===== src/rtl/assert_macros.svh =====
// assertion helpers, compiled out for synthesis
`ifndef ASSERT_MACROS_SVH
`define ASSERT_MACROS_SVH
`ifndef SYNTHESIS
`define ASSERT_CLK(label, clock, reset, prop) \
  label: assert property (@(posedge clock) disable iff (reset) prop) \
    else $error("assertion failed");
`define ASSERT_STD(label, prop) `ASSERT_CLK(label, clk, rst, prop)
`else
`define ASSERT_CLK(label, clock, reset, prop)
`define ASSERT_STD(label, prop)
`endif
`endif


===== src/rtl/dmm_pkg.sv =====
package dmm_pkg;

  localparam logic [1:0] OP_WRITE_A = 2'd0;
  localparam logic [1:0] OP_WRITE_B = 2'd1;
  localparam logic [1:0] OP_READ    = 2'd2;
  localparam logic [1:0] OP_UNUSED  = 2'd3;

  localparam logic [1:0] CFG_ROWS   = 2'd0;
  localparam logic [1:0] CFG_COLS   = 2'd1;
  localparam logic [1:0] CFG_INNER  = 2'd2;
  localparam logic [1:0] CFG_UNUSED = 2'd3;

  localparam int ACC_W  = 40;
  localparam int PROD_W = 32;

  typedef enum logic {ST_IDLE, ST_RUN} state_t;

  typedef struct packed {
    logic               wa;
    logic               wb;
    logic [3:0]         row;
    logic [3:0]         col;
    logic signed [15:0] data;
  } dmm_wr_t;

  typedef struct packed {
    logic       valid;
    logic [3:0] row;
    logic [3:0] col;
  } dmm_req_t;

endpackage


===== src/rtl/dmm_cell.sv =====
module dmm_cell
  import dmm_pkg::*;
#(
  parameter int DIM = 16,
  parameter int K   = 0
) (
  input  logic                    clk,
  input  logic                    rst,
  input  dmm_wr_t                 wr,
  input  dmm_req_t                req_in,
  input  logic signed [ACC_W-1:0] acc_in,
  input  logic [4:0]              inner_used,
  output dmm_req_t                req_out,
  output logic signed [ACC_W-1:0] acc_out,
  output logic                    acc_valid
);

  localparam int IW = $clog2(DIM);

  // column K of A and row K of B live here
  logic signed [15:0] a_mem [DIM];
  logic signed [15:0] b_mem [DIM];

  logic [31:0] wr_row_ext, wr_col_ext, rq_row_ext, rq_col_ext;
  logic        a_hit, b_hit, use_k;
  logic signed [15:0] rd_a, rd_b;
  logic signed [PROD_W-1:0] prod;
  logic rd_v, prod_v;

  always_comb begin
    wr_row_ext = 32'(wr.row);
    wr_col_ext = 32'(wr.col);
    rq_row_ext = 32'(req_in.row);
    rq_col_ext = 32'(req_in.col);
    a_hit = wr.wa && (wr_col_ext == 32'(K)) && (wr_row_ext < 32'(DIM));
    b_hit = wr.wb && (wr_row_ext == 32'(K)) && (wr_col_ext < 32'(DIM));
    use_k = 32'(K) < 32'(inner_used);
  end

  always_ff @(posedge clk) begin
    if (a_hit) a_mem[wr_row_ext[IW-1:0]] <= wr.data;
    if (b_hit) b_mem[wr_col_ext[IW-1:0]] <= wr.data;
    rd_a <= a_mem[rq_row_ext[IW-1:0]];
    rd_b <= b_mem[rq_col_ext[IW-1:0]];
    req_out.row <= req_in.row;
    req_out.col <= req_in.col;
    prod <= rd_a * rd_b;
    // partial sum from the left neighbor is added to this cell's registered product
    acc_out <= use_k ? acc_in + {{(ACC_W-PROD_W){prod[PROD_W-1]}}, prod} : acc_in;
    if (rst) begin
      req_out.valid <= 1'b0;
      rd_v          <= 1'b0;
      prod_v        <= 1'b0;
      acc_valid     <= 1'b0;
    end else begin
      req_out.valid <= req_in.valid;
      rd_v          <= req_in.valid;
      prod_v        <= rd_v;
      acc_valid     <= prod_v;
    end
  end

endmodule


===== config.mk =====
export PLATFORM = sky130hd
export DESIGN_NAME = dmm_cell
export DESIGN_NICKNAME = d
export VERILOG_FILES = /design/src/rtl/assert_macros.svh /design/src/rtl/dmm_pkg.sv /design/src/rtl/dmm_cell.sv
export SDC_FILE = /design/constraint.sdc
export NUM_CORES = 1
export LEC_CHECK = 0
export BUFFER_PORTS_ARGS = -buffer_cell sky130_fd_sc_hd__buf_4
export CELL_PAD_IN_SITES_DETAIL_PLACEMENT = 0
export CELL_PAD_IN_SITES_GLOBAL_PLACEMENT = 1
export CORE_UTILIZATION = 55
export CTS_BUF_LIST = sky130_fd_sc_hd__clkbuf_8
export DETAILED_ROUTE_END_ITERATION = 10
export PLACE_DENSITY = 0.9
export SLEW_MARGIN = 10
export SYNTH_ARGS = -nofsm -noshare
export SYNTH_HDL_FRONTEND = slang
export SYNTH_SLANG_ARGS = --single-unit

===== constraint.sdc =====
create_clock -name clk -period 11.36 [get_ports clk]
set_input_delay 2.272 -clock clk [delete_from_list [all_inputs] [get_ports clk]]
set_output_delay 2.272 -clock clk [all_outputs]
set_load 0.005 [all_outputs]

**After elaboration in Yosys (flattened, before gate mapping)**

Memory sizes are Yosys's and may differ from the RTL's. A register that Yosys moved wholly into a read port is not among the register bits.
Cells that the tools add are included.

- Bits of input ports: 82
- RAM bits: 512
- Output and inout port bits: 50
- Flip-flop bits (word level): 83
- Word-level logic and storage cells: 21
- Memories kept: 2

Memory list:

| memory | depth | width | rd ports | clocked after memory_dff | wr ports | RTL line | source |
|---|---|---|---|---|---|---|---|
| a_mem | 16 | 16 | 1 | 1 | 1 | dmm_cell.sv:21 | `logic signed [15:0] a_mem [DIM];` |
| b_mem | 16 | 16 | 1 | 1 | 1 | dmm_cell.sv:22 | `logic signed [15:0] b_mem [DIM];` |

- Add/sub/neg operators: 1
- Reductions and logical operators: 4
- Multiplexer cells: 5
- $mul: 1
- Magnitude comparators: 1

Operators with widths:

| operator | count |
|---|---|
| 40-bit adder | 1 |
| 40-bit two-way mux | 1 |
| 16-bit by 16-bit multiplier with 32-bit output | 1 |
| 4-bit logical NOT | 2 |
| 1-bit by 5-bit < comparator with 1-bit output (first input constant) | 1 |
| 1-bit two-way mux | 4 |
| 1-bit logical AND | 2 |

**Longest topological paths before layout**

- Depth in word-level cells: 4
- Depth in mapped cells: 25
- Gate-level depth less buffers: 24

**Worst setup path after synthesis**

No wires, ideal clock.

- Kind: flip-flop to flip-flop
- Start: register rd_a[10], read port of a_mem
- End: register prod[31]
- Library setup time: 0.072 ns
- Cell stages (with the launch flop): 21
- Buffers on the path: 1
- Slack: 5.313 ns
- Required time: 11.288 ns
- Arrival time: 5.975 ns
- Cells stage by stage: dfxtp_1 > clkbuf_1 > nand2_1 > fa_1 > fa_1 > fa_1 > fa_1 > inv_1 > fa_1 > fa_1 > ha_1 > a21o_1 > a21o_1 > a21oi_1 > o41ai_1 > o41a_1 > a221o_1 > a41oi_2 > nand2_1 > a31oi_1 > xnor2_1

- Longest elaborated chain between the ends: 1

RTL lines:

| item | RTL line | source |
|---|---|---|
| start: declaration | dmm_cell.sv:26 | `logic signed [15:0] rd_a, rd_b;` |
| 16-bit by 16-bit multiplier with 32-bit output | dmm_cell.sv:47 | `prod <= rd_a * rd_b;` |
| end signal: assignment | dmm_cell.sv:47 |  |
| end: declaration | dmm_cell.sv:27 | `logic signed [PROD_W-1:0] prod;` |

Every way passes these cells.
A chain may end at the register's enable or synchronous reset.

**Final worst setup path**

- Start: register rd_b[2], read port of b_mem
- End: register prod[31]

- Longest elaborated chain between the ends: 1

RTL lines:

| item | RTL line |
|---|---|
| start: declaration | dmm_cell.sv:26 |
| 16-bit by 16-bit multiplier with 32-bit output | dmm_cell.sv:47 |

Every way passes these cells.

==> impl.org <==
** Outcome
- Run status :: complete, no violations

** Logic synthesis
- EDFF count, synth :: 512
- Proportion of synthesized chip area in sequential cells :: 52.0%
- The synthesized netlist contains 59 unique library cells.
- Synthesis handed over a netlist of 2,366 instances.
- Counting flops with an async set or reset pin after synthesis yields a share of 0%.
- FF+latch count, synth :: 627
- The synthesized netlist occupies a cell area of 34,000 um2.
- When the netlist entered floorplanning its net count stood at 2,832.
- Average size of a mapped cell :: 14.4 um2
- Main flop type after synthesis :: sky130_fd_sc_hd__edfxtp_1
- Syn. warnings :: 0

** Global routing
- Entering global routing, the biggest net connects 66 pins.
- First-pass GRT wire length :: 114,000 um
- The via count of the first global-routing pass was 20,500.
- Across every metal layer, demand over resource in global routing totals 24.0%.
- The total overflow left after global routing is 0.
- The initial antenna violation count came to 7.

** Die
- The die is 251 um tall.
- In this run the count of I/O pins placed on the die edge is 132.
- The initial utilization of the core area, before any placement, comes to 56.0%.
- Width of the chip :: 251 um
- Area enclosed by the die boundary :: 62,800 um2
- The floorplan step defined a core boundary enclosing 60,700 um2.
- Standard-cell row count :: 90

** Placement
- In this run the tool buffered the top-level ports with 131 buffer cells.
- Sum of net half-perimeters after detailed placement :: 49,700 um
- Gp weighted congestion :: 0.908
- Dpl cells :: 3,218

** Detailed routing
- In the final routed layout, each cell accounts on average for 21.5 um.
- Detailed-route DRC error count :: 0
- Post-detailed-route count of antenna-violating nets :: 0
- Number of optimization iterations in the first detailed-route pass :: 5
- The routed layout has 19,300 vias.
- Wires add up to 73,100 um.
- Via/cell ratio :: 5.69
- Detailed router's first-iteration violation count :: 1,736

** CTS
- Number of buffers added to fix hold violations after cts :: 0
- TritonCTS built the clock tree.
- Clock-pin slew was measured on the worst setup and hold paths at 0.06 ns.
- The number of gates resized after CTS was 0.
- Buffers inserted by post-CTS timing repair :: 0
- Root buffer selected by CTS :: sky130_fd_sc_hd__clkbuf_8
- Total clock sinks :: 627
- Clock insertion delay at the later pin of the skew report :: 0.69 ns
- Number of buffers on the longest clock path :: 3
- The H-tree was split into 3 levels.
- In this run, CTS created clock tree buffers numbering 97.

** Cells and area
- Excluding fillers, the count of instances in the completed layout stands at 3,391.
- After the last flow step, the layout net total stands at 3,001.
- Fraction of final layout cells with drive strength greater than 1 :: 17.4%
- Area added between synthesis and finish :: 11.0%
- Post-layout utilization of the core :: 62.2%
- Most frequent cells in the layout :: 512 x sky130_fd_sc_hd__edfxtp_1, 372 x sky130_fd_sc_hd__inv_1, 263 x sky130_fd_sc_hd__fa_1
- Leading cell type in the layout, fill and taps excluded :: sky130_fd_sc_hd__edfxtp_1

** Flow run
- Max-cap violations in this run came to 0.

** STA
- The routed design could run at a clock period as short as 6.57 ns.
- At the pin with the least slew margin, the transition time is 1.28 ns.
- Achievable frequency :: 152 MHz
- Final TNS setup :: 0 ns
- Period utilization :: 57.9%
- Worst slew margin relative to its limit :: 14.3%
- Across the routed clock network, the largest skew measured is 0.0334 ns.
- Final setup violation count :: 0
- Final hold analysis gives a worst-case slack of 0.426 ns.
- Final Hold Fails :: 0
- RSZ-0062 raised after global routing :: false
- The count of final max-slew check failures was 0.

** Setup path
- The critical path goes through nand2_1 -> fa_1 -> fa_1 -> fa_1 -> fa_1 -> inv_1 -> fa_1 -> fa_1 -> ha_1 -> a21o_1 -> a21o_1 -> a21oi_1 -> o41ai_1 -> o41a_1 -> a221o_1 -> a41oi_2 -> nand2_1 -> a31oi_1 -> xnor2_1.
- Critical Path Max Stage Delay :: 0.72 ns
- The critical path is of the flip-flop to flip-flop type.
- Slowest cell on the critical path :: sky130_fd_sc_hd__dfxtp_1
- Required time at the worst-slack endpoint :: 11.97 ns
- At the worst endpoint, the arrival time is 7.19 ns.
- Along the worst path, the maximum fanout reaches 16.
- The worst setup path is captured at a flip-flop.
- Cell type with the highest occurrence count on the critical path :: sky130_fd_sc_hd__fa_1
- Critical path startpoint category :: flip-flop

** Min path
- Type of the tightest min-delay check :: flip-flop to flip-flop
per-layer routing:
metal	routed length, um	vias to the layer above	GRT usage [%]	part of all wire, %
met5	37	-	0	0.051
met4	2320	6	8.85	3.2
met3	5520	186	4.57	7.6
met2	35600	820	39.6	49
met1	29600	9667	31.8	41
li1	-	8603	-	-
synth_stat cells, drive strengths merged, types with 21 or more instances:
cell type    n  area share [%]
a21o        35            0.77
a21oi       73             1.1
and2       128             2.4
buf         21            0.24
clkbuf      65            0.72
dfxtp      115             6.8
edfxtp     512              45
fa         263              15
ha         121             4.5
inv        333             3.7
mux4       160              11
nand2      181             2.0
nor2        89            0.98
o21ai       44            0.65
xnor2       45             1.2
xor2        23            0.59
sequential cells by signal (all words and copies together) (netlist names):
name / flops
prod_v: 1
b_mem: 256
rd_v: 1
req_out: 8
rd_a: 16
acc_out: 40
a_mem: 256
prod: 32
acc_valid: 1
rd_b: 16
critical path: cells and delay by family, from the launching register on:
kind            cells  cell delay, ns
compound gates      8            1.98
buf+inv             1            0.05
xor+xnor            1            0.13
simple gates        2            0.27
flops               1            0.72
fa+ha+maj           7            3.35
area by class of cell:
class / count / area, um2
antenna: 1 / 2.50
clock buffer: 104 / 1430
multi-input combinational: 1320 / 14900
timing repair buffer: 156 / 1170
clock inverter: 68 / 394
sequential: 627 / 17700
fill: 4414 / 22900
inverter: 333 / 1250
tap: 782 / 978
path summary, 6_finish.rpt:
kind | start | end | slack, ns | cells past startpoint
max | rd_b[2] | prod[31] | 4.79 | 19
min | prod_v | acc_valid | 0.43 | 1
max reg2reg | rd_b[2] | prod[31] | 4.79 | 19
min reg2reg | prod_v | acc_valid | 0.43 | 1
cell families (layout without fill, tap and decap cells):
group	Yosys count	after routing	share of synthesized area, %
flops	627	627	52.0
simple gates	480	480	6.83
buf+inv	419	661	4.64
fa+ha+maj	384	384	19.9
compound gates	225	225	4.18
mux	163	163	10.7
xor+xnor	68	68	1.75
other cells	0	1	0
through the flow:
stage / area, um2 / worst slack, ns
finish: 37800 / 4.79
global route: 37800 / 4.50
CTS: 37800 / 4.79
detailed placement: 35900 / 4.78
global placement: 35900 / 4.94
floorplan: 34000 / 5.31
Power is left out: the tool's default activity adds up to more than one toggle a clock period on the data nets, which glitch-free logic cannot reach.
